## config.mk

```make
export PLATFORM = sky130hd
export DESIGN_NAME = lgpm_div
export DESIGN_NICKNAME = d
export VERILOG_FILES = /design/src/sv/lgpm_div.sv
export SDC_FILE = /design/constraint.sdc
export NUM_CORES = 1
export LEC_CHECK = 0
export BUFFER_PORTS_ARGS = -buffer_cell sky130_fd_sc_hd__buf_2
export CORE_UTILIZATION = 55
export CTS_BUF_LIST = sky130_fd_sc_hd__clkbuf_2
export DETAILED_ROUTE_END_ITERATION = 10
export GPL_ROUTABILITY_DRIVEN = 1
export PLACE_DENSITY = 0.85
export RECOVER_POWER = 25
export SKIP_LAST_GASP = 1
export SLEW_MARGIN = 30
export SYNTH_ARGS = -nofsm -noshare
export SYNTH_HDL_FRONTEND = slang
export SYNTH_SLANG_ARGS = --single-unit
```

## constraint.sdc

```tcl
create_clock -name clk -period 3.1 [get_ports clk]
set_clock_uncertainty 0.15 [all_clocks]
set_input_delay 0.465 -clock clk [delete_from_list [all_inputs] [get_ports clk]]
set_output_delay 0.465 -clock clk [all_outputs]
set_load 0.02 [all_outputs]
```

## src/sv/lgpm_div.sv

```systemverilog
// Restoring divider, one quotient bit per cycle, shared by the table rebuild.
// No dependencies.
`default_nettype none
module lgpm_div #(
  parameter int unsigned DW = 53,
  parameter int unsigned VW = 28
) (
  input  wire logic          clk,
  input  wire logic          rst,
  input  wire logic          start,
  input  wire logic [DW-1:0] dividend,
  input  wire logic [VW-1:0] divisor,
  output logic               done,
  output logic [DW-1:0]      quotient
);

  localparam int unsigned CW = $clog2(DW + 1);

  logic          busy;
  logic [CW-1:0] cnt;
  logic [VW-1:0] rem;
  logic [VW-1:0] rem_next;
  logic [VW-1:0] den;
  logic [DW-1:0] quo;
  logic [VW:0]   rem_sh;
  logic          ge;

  assign rem_sh   = {rem, quo[DW-1]};
  assign ge       = rem_sh >= {1'b0, den};
  assign rem_next = ge ? VW'(rem_sh - {1'b0, den}) : rem_sh[VW-1:0];
  assign quotient = quo;

  always_ff @(posedge clk) begin
    if (rst) begin
      busy <= 1'b0;
      done <= 1'b0;
      cnt  <= '0;
    end else if (start) begin
      busy <= 1'b1;
      done <= 1'b0;
      cnt  <= CW'(DW);
    end else if (busy) begin
      cnt <= cnt - 1'b1;
      if (cnt == CW'(1)) begin
        busy <= 1'b0;
        done <= 1'b1;
      end
    end else begin
      done <= 1'b0;
    end
  end

  always_ff @(posedge clk) begin
    if (start) begin
      rem <= '0;
      den <= divisor;
      quo <= dividend;
    end else if (busy) begin
      rem <= rem_next;
      quo <= {quo[DW-2:0], ge};
    end
  end

endmodule
`default_nettype wire
```

==> impl_results.md, run 1 <==
- Die Ht: 110 microns
- Worst path slowest cell: edfxtp_1
- #FFs+latches synth: 117
- Post-detail-place hpwl: 10,600 microns
- Nature of the critical path startpoint: register
- Netlist Area Pre-Place: 6400 sq um
- Combinational power share: 27.8%
- Synth Area per Inst: 11.1 sq um
- Buffers added on ports: 137
- Max-Cap Viols: 0
- Leak: 3.49 nW
- Vias per inst: 5.99
- Fraction of the yosys area taken by sequential cells: 49.3%
- Switching share of total power: 34.4%
- Ports: 138
- Area contributors post-synth: edfxtp_1 38%, dfxtp_1 11%, mux2_2 9.3%, ha_1 5.9%, mux2i_1 3.1%
- Finish-stage setup viols: 1
- Worst min path class: primary input to register
- Share of cells above drive strength 1: 30.6%
- Fmax: 307 MHz
- Ys async rst share: 0%
- CP Data Arrival Time: 3710 ps
- DRT antenna net count: 0
- Die outline width: 110 microns
- CTS sink cnt: 117
- Core area: 11,400 sq um
- # DRC: 0
- Cell variety after synth: 61
- Status: finished, violations left
- First-pass GRT wire length: 29,100 microns
- CP Max Fanout: 5
- PnR Total Power: 0.00430 W
- Most common cell in the netlist: edfxtp_1
- Slew HR: 38.0%
- Measured slew at the worst slew-check pin: 930 ps
- Later-pin clock latency in the skew report: 740 ps
- Share of the synthesized area in the top cell type: 38.0%
- Root Driver: clkbuf_2
- H-tree depth: 4
- Sequential share of power: 45.3%
- Total GRT Usage: 32.7%
- Final slew viol count: 0
- Placed cells: 838
- CTS tree: built
- Crit path time final: 3260 ps
- CTS clock-pin slew for the worst setup and hold paths: 230 ps
- Post-route insts no fill: 956
- Largest net degree at the start of global routing: 54
- Dpl ws: 175 ps
- Final hold vios: 0
- RSZ-0062 raised after global routing: yes
- Final Cycle Share: 105%
- Synth Instances: 577
- Synth top cells by count: 81 x edfxtp_1, 53 x mux2_2, 46 x nor2_1, 42 x inv_1, 37 x nand2_1
- CTS Buf Count: 17
- N_diodes: 0
- Die Area: 12,100 sq um
- Starting Density: 56.3%
- Cell Rows: 39
- Routed wire length: 19,400 microns
- Worst path cell trace: inv_1 > ha_1 > fa_1 > nor2b_2 > o2111ai_1 > a31oi_1 > buf_4 > a221oi_1 > a31oi_2 > mux2i_1 > and3_1 > nor4_2
- CP required: 3550 ps
- Post-synth top area cell: edfxtp_1
- Layout Nets: 915
- Number of detailed-route iterations in the first pass: 6
- Area growth, synth to finish: 30.4%
- Sw Pwr: 0.00148 W
- CP max stage delay: 420 ps
- Final weighted congestion in routability-driven placement: 0.859
- Initial drt markers: 467
- Violated checks: setup timing
- WL/cell: 20.3 microns
- Clock power share: 26.9%
- Gr ovfl total: 0
- Initial antenna violation count: 0
- Peak VDD IR: 0.547 mV
- Detailed-route via count: 5,722
- Vias in the first global route: 5,663
- Ys flop type: edfxtp_1
- Clock Tree Buf Depth: 2
- Ys Warns: 0
- Power Internal: 0.00282 W
- Power per Cell Area: 515 nW/um^2
- Final WS setup: -160 ps
- Number of synthesized flops with an enable pin: 81
- CP Capture Type: register
- Syn Nets: 692
- Kind of critical path: register to register
[sequential cells by signal, indices dropped and copies added, names as in the netlist]
name      flops
quotient     53
den          28
rem          28
cnt           6
busy          1
done          1
[stage by stage]
step / cell area [sq um] / hold WS [ps] / TNS (ps) / utilization (%)
2_1_floorplan: 6400 / 276 / 0 / -
3_3_place_gp: 7200 / 302 / 0 / 63.3
3_5_place_dp: 7200 / 299 / 0 / 63.3
4_1_cts: 8290 / 2.15 / 0 / 72.9
5_1_grt: 8350 / 198 / -236 / 73.4
6_report: 8350 / 264 / -160 / 73.4
[power by group through the flow]
stage          Combinational [W]  Sequential (W)  Clock (W)
2_1_floorplan           0.000663         0.00203          0
3_3_place_gp            0.000998         0.00195          0
3_5_place_dp             0.00103         0.00196          0
4_1_cts                  0.00111         0.00193    0.00112
5_1_grt                  0.00128         0.00196    0.00123
6_report                 0.00119         0.00195    0.00116
[kinds of logic (layout without fill, tap and decap cells)]
group	Yosys count	in the layout	share of synthesized area, %
simple gates	136	136	9.89
buf+inv	69	305	4.81
mux	73	73	12.5
flops	117	117	49.3
xor+xnor	28	28	3.83
compound gates	123	123	13.6
fa+ha+maj	31	31	6.18
[worst paths after layout]
check        cells past startpoint                   start  slack (ps)              endpoint
min reg2reg                      2    rem[18]$_SDFFE_PP0P_         370  rem[18]$_SDFFE_PP0P_
max                             12  quotient[52]$_DFFE_PP_        -160  rem[26]$_SDFFE_PP0P_
min                              2             divisor[18]         260     den[18]$_DFFE_PP_
max reg2reg                     12  quotient[52]$_DFFE_PP_        -160  rem[26]$_SDFFE_PP0P_
[routing by layer]
metal | global-route usage [%] | wire, microns
met5 | 0 | 0
met3 | 10.7 | 1970
met2 | 52.2 | 9290
met4 | 15.0 | 797
met1 | 40.2 | 7380
[worst max-delay path, delay by kind of cell, from the launching register on]
kind,cells,cell delay [ps]
AND/OR/NAND/NOR,3,820
multiplexers,1,140
flip-flops,1,420
AO/OA/AOI/OAI,4,730
buffers and inverters,2,230
adder cells (fa/ha/maj),2,640
[layout by cell type (no fill, tap or decap), types with 6 or more instances in the layout]
cell             n
xnor2_1         20
buf_4            8
inv_1           41
mux2_2          53
nand2_1         37
o21ai_0         21
nor2_1          46
ha_1            29
a21oi_1         30
clkbuf_2        18
nand3_1         12
buf_2          133
mux2i_1         20
a211oi_1        18
edfxtp_1        81
dfxtp_1         36
dlygate4sd3_1   83
xor2_1           8
nor3_1           9
nor2b_1          6
[layout make-up]
cell class	instances	area (sq um)
clock buffer	17	85.1
clock inverter	15	178
fill	722	3020
inverter	43	161
multi-input combinational	391	2980
sequential	117	3150
tap	143	179
timing repair buffer	230	1610
[repair_timing]
| action | 4_1_cts | 5_1_grt |
|---|---|---|
| endpoints found under the hold margin | 89 | 12 |
| resized for setup | 0 | 8 |
| endpoints found under the setup margin | 0 | 14 |
| hold buffers | 82 | 1 |
| buffers inserted | 0 | 3 |
Note: power is estimated with default switching activity, not from simulation.
==> inputs of run 2 (changes only) <==
CORE_ASPECT_RATIO = 1.25   (was unset)
==> impl_results.md, run 2 (same netlist as run 1, synthesis figures left out) <==
- Status: completed (was finished, violations left)
- CTS Buf Count: 17 (unchanged)
- Die Area: 12,100 sq um (about the same)
- Footprint of the multi-input gates: 2990 sq um (was 2980 sq um)
- Critical path origin: den[25]$_DFFE_PP_ (was quotient[52]$_DFFE_PP_)
- Leak: 3.48 nW (was 3.49 nW)
- # DRC: 0 (unchanged)
- Finish-stage setup viols: 0 (was 1)
- Crit path time final: 3030 ps (was 3260 ps)
- Commonest non-fill, non-tap cells in the layout: 135 x buf_2, 82 x dlygate4sd3_1, 81 x edfxtp_1 (was 133 x buf_2, 83 x dlygate4sd3_1, 81 x edfxtp_1)
- Final slew viol count: 0 (unchanged)
- Leading cell type in the layout, fill and taps excluded: buf_2 (unchanged)
- Layout Nets: 914 (was 915)
- Final hold vios: 0 (unchanged)
- Cell Rows: 43 (was 39)
- CTS tree: built (unchanged)
- Number of detailed-route iterations in the first pass: 5 (was 6)
- First-pass GRT wire length: 28,700 microns (was 29,100 microns)
- Reg2reg start: den[25]$_DFFE_PP_ (was quotient[52]$_DFFE_PP_)
- Ports: 138 (unchanged)
- Share of cells above drive strength 1: 30.8% (was 30.6%)
- Post-route cell area: 8320 sq um (was 8350 sq um)
- Peak VDD IR: 0.340 mV (was 0.547 mV)
- Worst min path class: primary input to register (unchanged)
- Fillers: 706 (was 722)
- Starting Density: 57.2% (was 56.3%)
- DRT antenna net count: 0 (unchanged)
- Vias per inst: 5.97 (was 5.99)
- Die outline width: 98.5 microns (was 110 microns)
- WL/cell: 19.4 microns (was 20.3 microns)
- Max reg flops: 53 (unchanged)
- Fmax: 331 MHz (was 307 MHz)
- RSZ-0062 raised after global routing: yes (unchanged)
- H-tree depth: 4 (unchanged)
- Post-detail-place hpwl: 10,700 microns (was 10,600 microns)
- Nature of the critical path startpoint: register (unchanged)
- Slew HR: 48.4% (was 38.0%)
- Die Ht: 123 microns (was 110 microns)
- Clock Tree Buf Depth: 2 (unchanged)
- Final weighted congestion in routability-driven placement: 0.910 (was 0.859)
- PnR Total Power: 0.00415 W (was 0.00430 W)
- Dpl ws: 174 ps (was 175 ps)
- Buffers added on ports: 137 (unchanged)
- Initial drt markers: 371 (was 467)
- Gr ovfl total: 0 (unchanged)
- Core area: 11,200 sq um (was 11,400 sq um)
- Kind of critical path: register to register (unchanged)
- Total GRT Usage: 31.1% (was 32.7%)
- Hold_sp: start (was divisor[18])
- Final WS setup: 74.5 ps (was -160 ps)
- Later-pin clock latency in the skew report: 720 ps (was 740 ps)
- CP required: 3520 ps (was 3550 ps)
- Measured slew at the worst slew-check pin: 772 ps (was 930 ps)
- Routed wire length: 18,400 microns (was 19,400 microns)
- CP Max Fanout: 22 (was 5)
- N_diodes: 0 (unchanged)
- Detailed-route via count: 5,649 (was 5,722)
- CP Data Arrival Time: 3450 ps (was 3710 ps)
- Final Cycle Share: 97.6% (was 105%)
- CTS clock-pin slew for the worst setup and hold paths: 230 ps (about the same)
- Placed cell areas: 7220 sq um (was 7200 sq um)
- Area growth, synth to finish: 30.0% (was 30.4%)
- Max-Cap Viols: 0 (unchanged)
- Power per Cell Area: 498 nW/um^2 (was 515 nW/um^2)
- CTS sink cnt: 117 (unchanged)
- Vias in the first global route: 5,719 (was 5,663)
- Largest net degree at the start of global routing: 63 (was 54)
- Initial antenna violation count: 0 (unchanged)
- Root Driver: clkbuf_2 (unchanged)
- CP Capture Type: register (unchanged)
- Register area: 3150 sq um (unchanged)
-- run 2: layout make-up --
cell class	instances	area share, %
flip-flops and latches	117	37.9
clock buffers	17	1.02
clock inverters	15	1.76
multi-input cells	391	35.9
inverters	43	1.94
repair buffers	229	19.5
well taps	135	2.03
-- run 2: timing repair --
| action | in CTS | in global routing |
|---|---|---|
| endpoints found under the hold margin | 89 | 0 |
| gates resized for setup | 0 | 7 |
| setup endpoints to repair | 0 | 11 |
| hold buffers | 82 | 0 |
| setup buffers | 0 | 1 |
-- run 2: path summary, 6_finish.rpt --
kind | cells past startpoint | endpoint | slack (ps)
worst max-delay path | 9 | rem[1]$_SDFFE_PP0P_ | 70
worst min-delay path | 1 | den[3]$_DFFE_PP_ | 140
worst max register to register | 9 | rem[1]$_SDFFE_PP0P_ | 70
worst min register to register | 2 | rem[27]$_SDFFE_PP0P_ | 340
-- run 2: per-layer routing --
metal  share of wire, %  up-vias  wire length [microns]  GRT usage, %
li1                   -     2583                      -             -
met1                 38     2689                   7000          34.8
met2                 51      309                   9400          56.0
met3                7.1       68                   1310          7.97
met4                3.9        0                    713          13.9
met5                  0        -                      0             0
-- run 2: power breakdown --
part / switching [W] / internal [W]
Clock: 0.000716 / 0.000313
Combinational: 0.000657 / 0.000517
Sequential: 0.000103 / 0.00184
-- run 2: worst max-delay path: stages, from the launching register on --
cell and delay (ps):
edfxtp_1 400, inv_1 50, ha_1 410, nand3_2 180
or4_4 550, o41ai_4 300, o21bai_4 240, buf_12 210
nor4_2 60, a311o_1 320
-- run 2: per-stage QoR --
stage	hold slack (ps)	setup TNS (ps)	util, %	instances
detailed placement	304	0	64.5	832
floorplan	276	0	-	577
finish	138	0	74.4	947
global placement	291	0	64.5	832
global route	114	-17.2	74.4	947
CTS	112	0	73.9	946
